===== src/rtl/hsk_pkg.sv =====
// Package for the heapsort key/payload engine.
// Holds the stored entry layout, the memory control struct and the sorter state type.
// No dependencies.
`timescale 1ns / 1ps

package hsk_pkg;

  // Width of the sort key and of the position payload.
  localparam int KEY_W = 64;
  localparam int POS_W = 16;

  // One stored entry: the key in the upper bits, the payload below it.
  typedef struct packed {
    logic [KEY_W-1:0] key;
    logic [POS_W-1:0] pos;
  } entry_t;

  localparam int ENTRY_W = $bits(entry_t);

  // Enables of the single read port and the single write port of the entry memory.
  typedef struct packed {
    logic rd_en;
    logic wr_en;
  } mem_ctl_t;

  // Sequencer states of the sorter.
  typedef enum logic [3:0] {
    ST_IDLE,
    ST_LOAD_NODE,
    ST_HOLD_CAP,
    ST_SIFT_CHK,
    ST_SIFT_L,
    ST_SIFT_R,
    ST_SIFT_CMP,
    ST_EX_ROOT,
    ST_EX_LAST,
    ST_EX_SWAP
  } sort_state_t;

endpackage


===== src/rtl/hsk_sorter.sv =====
// Heapsort sequencer that works in place on the entry memory.
// Depends on hsk_pkg; drives the memory ports while it is busy.
`timescale 1ns / 1ps

module hsk_sorter #(
  parameter int MAX_ENTRIES = 1024
) (
  input  logic                             clk,
  input  logic                             rst,
  input  logic                             start,
  input  logic [$clog2(MAX_ENTRIES+1)-1:0] start_size,
  output logic                             busy,
  output hsk_pkg::mem_ctl_t                mem_ctl,
  output logic [$clog2(MAX_ENTRIES)-1:0]   wr_addr,
  output hsk_pkg::entry_t                  wr_data,
  output logic [$clog2(MAX_ENTRIES)-1:0]   rd_addr,
  input  hsk_pkg::entry_t                  rd_data
);

  localparam int ADDR_W = $clog2(MAX_ENTRIES);
  localparam int CNT_W  = $clog2(MAX_ENTRIES + 1);
  localparam int IDX_W  = ADDR_W + 1;

  hsk_pkg::sort_state_t state;
  hsk_pkg::sort_state_t state_next;
  hsk_pkg::sort_state_t after_sift;

  logic              build;
  logic [CNT_W-1:0]  k;
  logic [CNT_W-1:0]  size;
  logic [ADDR_W-1:0] node;
  logic [ADDR_W-1:0] pick;
  hsk_pkg::entry_t   hold;
  hsk_pkg::entry_t   best;

  logic [CNT_W-1:0] k_dec;
  logic [CNT_W-1:0] size_dec;
  logic [IDX_W-1:0] size_w;
  logic [IDX_W-1:0] child_w;
  logic [IDX_W-1:0] right_w;
  logic             no_child;
  logic             has_right;
  logic             sink;
  logic             sift_end;

  // Index arithmetic of the current sift step.
  assign k_dec     = k - CNT_W'(1);
  assign size_dec  = size - CNT_W'(1);
  assign size_w    = IDX_W'(size);
  assign child_w   = {node, 1'b1};
  assign right_w   = IDX_W'(pick) + IDX_W'(1);
  assign no_child  = (child_w >= size_w);
  assign has_right = (right_w < size_w);
  assign sink      = (hold.key < best.key);
  assign sift_end  = ((state == hsk_pkg::ST_SIFT_CHK) && no_child) ||
                     ((state == hsk_pkg::ST_SIFT_CMP) && !sink);
  assign busy      = (state != hsk_pkg::ST_IDLE);

  // Where to go once the held element has found its place.
  always_comb begin
    if (build && (k > CNT_W'(1))) begin
      after_sift = hsk_pkg::ST_LOAD_NODE;
    end else if (size > CNT_W'(1)) begin
      after_sift = hsk_pkg::ST_EX_ROOT;
    end else begin
      after_sift = hsk_pkg::ST_IDLE;
    end
  end

  // Next state.
  always_comb begin
    unique case (state)
      hsk_pkg::ST_IDLE: begin
        state_next = (start && (start_size > CNT_W'(1))) ? hsk_pkg::ST_LOAD_NODE
                                                         : hsk_pkg::ST_IDLE;
      end
      hsk_pkg::ST_LOAD_NODE: state_next = hsk_pkg::ST_HOLD_CAP;
      hsk_pkg::ST_HOLD_CAP:  state_next = hsk_pkg::ST_SIFT_CHK;
      hsk_pkg::ST_SIFT_CHK:  state_next = no_child ? after_sift : hsk_pkg::ST_SIFT_L;
      hsk_pkg::ST_SIFT_L:    state_next = has_right ? hsk_pkg::ST_SIFT_R : hsk_pkg::ST_SIFT_CMP;
      hsk_pkg::ST_SIFT_R:    state_next = hsk_pkg::ST_SIFT_CMP;
      hsk_pkg::ST_SIFT_CMP:  state_next = sink ? hsk_pkg::ST_SIFT_CHK : after_sift;
      hsk_pkg::ST_EX_ROOT:   state_next = hsk_pkg::ST_EX_LAST;
      hsk_pkg::ST_EX_LAST:   state_next = hsk_pkg::ST_EX_SWAP;
      hsk_pkg::ST_EX_SWAP:   state_next = hsk_pkg::ST_SIFT_CHK;
      default:               state_next = hsk_pkg::ST_IDLE;
    endcase
  end

  // Memory accesses of each state. A write and a read never share a cycle.
  always_comb begin
    mem_ctl = '0;
    wr_addr = node;
    wr_data = hold;
    rd_addr = child_w[ADDR_W-1:0];
    unique case (state)
      hsk_pkg::ST_LOAD_NODE: begin
        mem_ctl.rd_en = 1'b1;
        rd_addr       = k_dec[ADDR_W-1:0];
      end
      hsk_pkg::ST_SIFT_CHK: begin
        mem_ctl.wr_en = no_child;
        mem_ctl.rd_en = !no_child;
      end
      hsk_pkg::ST_SIFT_L: begin
        mem_ctl.rd_en = has_right;
        rd_addr       = right_w[ADDR_W-1:0];
      end
      hsk_pkg::ST_SIFT_CMP: begin
        mem_ctl.wr_en = 1'b1;
        wr_data       = sink ? best : hold;
      end
      hsk_pkg::ST_EX_ROOT: begin
        mem_ctl.rd_en = 1'b1;
        rd_addr       = '0;
      end
      hsk_pkg::ST_EX_LAST: begin
        mem_ctl.rd_en = 1'b1;
        rd_addr       = size_dec[ADDR_W-1:0];
      end
      hsk_pkg::ST_EX_SWAP: begin
        mem_ctl.wr_en = 1'b1;
        wr_addr       = size_dec[ADDR_W-1:0];
        wr_data       = best;
      end
      default: begin
        mem_ctl = '0;
      end
    endcase
  end

  // Control registers.
  always_ff @(posedge clk) begin
    if (rst) begin
      state <= hsk_pkg::ST_IDLE;
      build <= 1'b0;
    end else begin
      state <= state_next;
      if ((state == hsk_pkg::ST_IDLE) && start) begin
        build <= 1'b1;
      end else if (sift_end && !(k > CNT_W'(1))) begin
        build <= 1'b0;
      end
    end
  end

  // Heap indices and the elements in flight.
  always_ff @(posedge clk) begin
    unique case (state)
      hsk_pkg::ST_IDLE: begin
        if (start) begin
          size <= start_size;
          k    <= start_size >> 1;
        end
      end
      hsk_pkg::ST_LOAD_NODE: node <= k_dec[ADDR_W-1:0];
      hsk_pkg::ST_HOLD_CAP:  hold <= rd_data;
      hsk_pkg::ST_SIFT_CHK:  pick <= child_w[ADDR_W-1:0];
      hsk_pkg::ST_SIFT_L:    best <= rd_data;
      hsk_pkg::ST_SIFT_R: begin
        // The right child wins only on a strictly larger key.
        if (best.key < rd_data.key) begin
          best <= rd_data;
          pick <= right_w[ADDR_W-1:0];
        end
      end
      hsk_pkg::ST_SIFT_CMP: begin
        if (sink) begin
          node <= pick;
        end
      end
      hsk_pkg::ST_EX_ROOT: begin
        node <= '0;
      end
      hsk_pkg::ST_EX_LAST: best <= rd_data;
      hsk_pkg::ST_EX_SWAP: begin
        hold <= rd_data;
        size <= size_dec;
        node <= '0;
      end
      default: begin
        node <= node;
      end
    endcase
    // Step the build counter down to the next inner node.
    if (sift_end && build && (k > CNT_W'(1))) begin
      k <= k_dec;
    end
  end

endmodule


===== config.mk =====
export PLATFORM = sky130hd
export DESIGN_NAME = hsk_sorter
export DESIGN_NICKNAME = d
export VERILOG_FILES = /design/src/rtl/hsk_pkg.sv /design/src/rtl/hsk_sorter.sv
export SDC_FILE = /design/constraint.sdc
export NUM_CORES = 1
export LEC_CHECK = 0
export BUFFER_PORTS_ARGS = -buffer_cell sky130_fd_sc_hd__buf_2
export CAP_MARGIN = 15
export CORE_MARGIN = 1.5
export CORE_UTILIZATION = 52
export DETAILED_ROUTE_END_ITERATION = 10
export PLACE_DENSITY_LB_ADDON = 0.25
export SYNTH_ARGS = -nofsm -noshare
export SYNTH_HDL_FRONTEND = slang
export SYNTH_SLANG_ARGS = --single-unit

===== constraint.sdc =====
create_clock -name clk -period 7.1 [get_ports clk]
set_input_delay 1.42 -clock clk [delete_from_list [all_inputs] [get_ports clk]]
set_output_delay 1.42 -clock clk [all_outputs]
set_load 0.01 [all_outputs]

==> summary.txt <==
row count: 56
worst vdd ir: 0.218 mV
width of the chip: 158 µm
largest family of logic cells by synthesized area: adder cells
Leak: 6.36 nW
total clock buffers created by CTS: 24
vias in the first global route: 9157
simple-gate share of the synthesized area: 8.63%
design area: 14700 µm²
sequential share of power: 42.6%
post-synth net total: 1336
CTS Buffer Depth: 3
Worst setup EP type: output pin
status: completed
Reg clk slew, reported paths: 0.06 ns
Post-CTS Repair Setup Buffers: 0
RSZ-0062 raised after global routing: no
initial DRC count: 572
Internal: 2.77 mW
post-synthesis register bit count: 207
worst path arrival time: 4.16 ns
Worst-Margin Slew: 1.23 ns
layout cells sized above 1: 25.1%
EDFF count, synth: 202
final slew viol count: 0
crit path kind: reg -> out
gpl congestion: 0.882
Req. time, crit path: 5.68 ns
Seq/Total Area, Yosys: 49.2%
Setup violations, final: 0
Num Clock Sinks: 207
final critical-path required period: 5.58 ns
final net count: 1545
first-pass GRT wire length: 47200 µm
worst skew pair latency: 0.52 ns
Syn Inst Count: 1091
warnings from Yosys: 0
Die ar.: 25100 µm²
Slew HR: 17.1%
final hold violation count: 0
Final Non-Filler Cells: 1638
multi-input logic area: 5710 µm²
layout overhead on the synthesized area: 17.1%
post-place instance area: 13900 µm²
most common cell after layout, fill and taps aside: edfxtp_1
via count: 9155
Psw: 1.30 mW
Clk pwr share: 29.5%
depth of the CTS H-tree: 1
fmax: 179 MHz
Max Cap Viol: 0
Power per Cell Area: 277 nW/µm²
gr usage total: 24.4%
Mapped Area: 12500 µm²
DPL Wire Length: 22700 µm
CP Launch Type: register
Initial Utilization: 53.3%
hold_buf cts: 0
# IOs: 197
floorplan core area: 23500 µm²
Switching Share: 31.9%
routed wire length: 30300 µm
TNS Setup: 0 ns
Hold Slack: 0.561 ns
Comb power frac: 27.9%
Avg WL per Cell: 18.5 µm
CTS resizes: 0
Post-route DRC: 0
total gr overflow: 0
initial antenna violation count: 3
post-synthesis xor/xnor area fraction: 1.82%
height of the die: 158 µm
ys async rst share: 0%
Worst Clk Skew: 0.0120 ns
mux cell area share after synthesis: 8.57%
Port Buffers: 196
largest fanout on the critical path: 40
antenna-violating nets left: 0
distinct cell type count after synthesis: 66
vias per cell: 5.59
final-layout fill cell count: 1948
TritonCTS clock tree: built
FF/Latch Area: 6170 µm²
post-synthesis adder-cell area fraction: 15.1%
Mean Syn Cell Area: 11.5 µm²
top_reg_cell synth: edfxtp_1
DR pass1 iterations: 5
CTS Root Cell: clkbuf_16
cell total after placement: 1593
period utilization: 78.6%
Hold Path Class: reg -> reg
most frequent cells in the layout: edfxtp_1 (202), buf_2 (196), inv_1 (159)
Compound-Gate Fraction of Synth Area: 11.2%
largest net degree at the start of global routing: 55
## cells by family after synthesis
group,count (synthesis)
AOI/OAI and AO/OA,211
buffers and inverters,180
and+or+nand+nor,221
adders and majority gates,151
xor gates and xnor gates,26
DFF,207
muxes,95
## registers in the layout, summed over array words and instances, names as in the netlist
register	count
size	11
best	80
k	11
build	1
pick	10
hold	80
state	4
node	10
## metrics by stage
step	total power [mW]	setup WS, ns	utilization [%]
after global placement	2.86	2.13	59.1
final	4.07	1.52	62.4
after floorplan	2.46	0.00618	-
after detailed placement	2.89	2.07	59.1
after CTS	4.10	1.50	62.4
after global routing	4.30	1.22	62.4
## metal layers
metal / vias to the layer above / GRT usage [%] / wire length, µm
met5: - / 0 / 40
met4: 6 / 7.43 / 867
met3: 61 / 4.46 / 1820
met2: 307 / 41.4 / 14200
met1: 4322 / 31.8 / 13400
li1: 4459 / - / -
## critical path: stages, from the launching register on
cell	delay (ns)
edfxtp_1	0.38
inv_1	0.06
ha_1	0.31
nand4_1	0.17
nor4_2	0.80
nand2_1	0.11
o2bb2ai_1	0.30
nor2_1	0.17
a31oi_4	0.23
buf_4	0.50
mux2_2	0.42
buf_2	0.14
## cell usage after synthesis (11+ instances only)
cell type	count	area, µm²
xor2_1	11	96.3
nand3_1	27	135
xnor2_1	15	131
nand4_1	24	150
inv_1	159	597
o21a_1	17	128
nand2_1	62	233
ha_1	151	1890
mux2_1	13	146
mux2_2	74	833
o21ai_0	41	205
a21oi_1	58	290
clkbuf_1	12	45.0
edfxtp_1	202	6070
nor3_1	16	80.1
a21o_1	13	97.6
nor2_1	49	184
## area by class of cell
cell class              instances  area share (%)
multi-input cells             704            38.9
inverters                     159            4.06
well taps                     319            2.72
clock inverters                 8           0.426
repair buffers                204            7.09
diodes                          1          0.0170
flip-flops and latches        207            42.0
clock buffers                  36            4.81
## final timing paths
kind,from,endpoint,slack (ns),depth (start not counted)
worst max register to register,best[79],k[4],3.20,9
worst min-delay path,build,build,0.56,2
worst min register to register,build,build,0.56,2
worst max-delay path,best[79],wr_data[70],1.52,11
## power by group through the flow
stage,registers (mW),logic (mW),clock network [mW]
after floorplan,1.72,0.738,0
after global placement,1.75,1.11,0
after detailed placement,1.76,1.13,0
after CTS,1.73,1.14,1.23
after global routing,1.76,1.27,1.27
final,1.74,1.13,1.20
No activity file was read; power rests on OpenSTA's default activity.
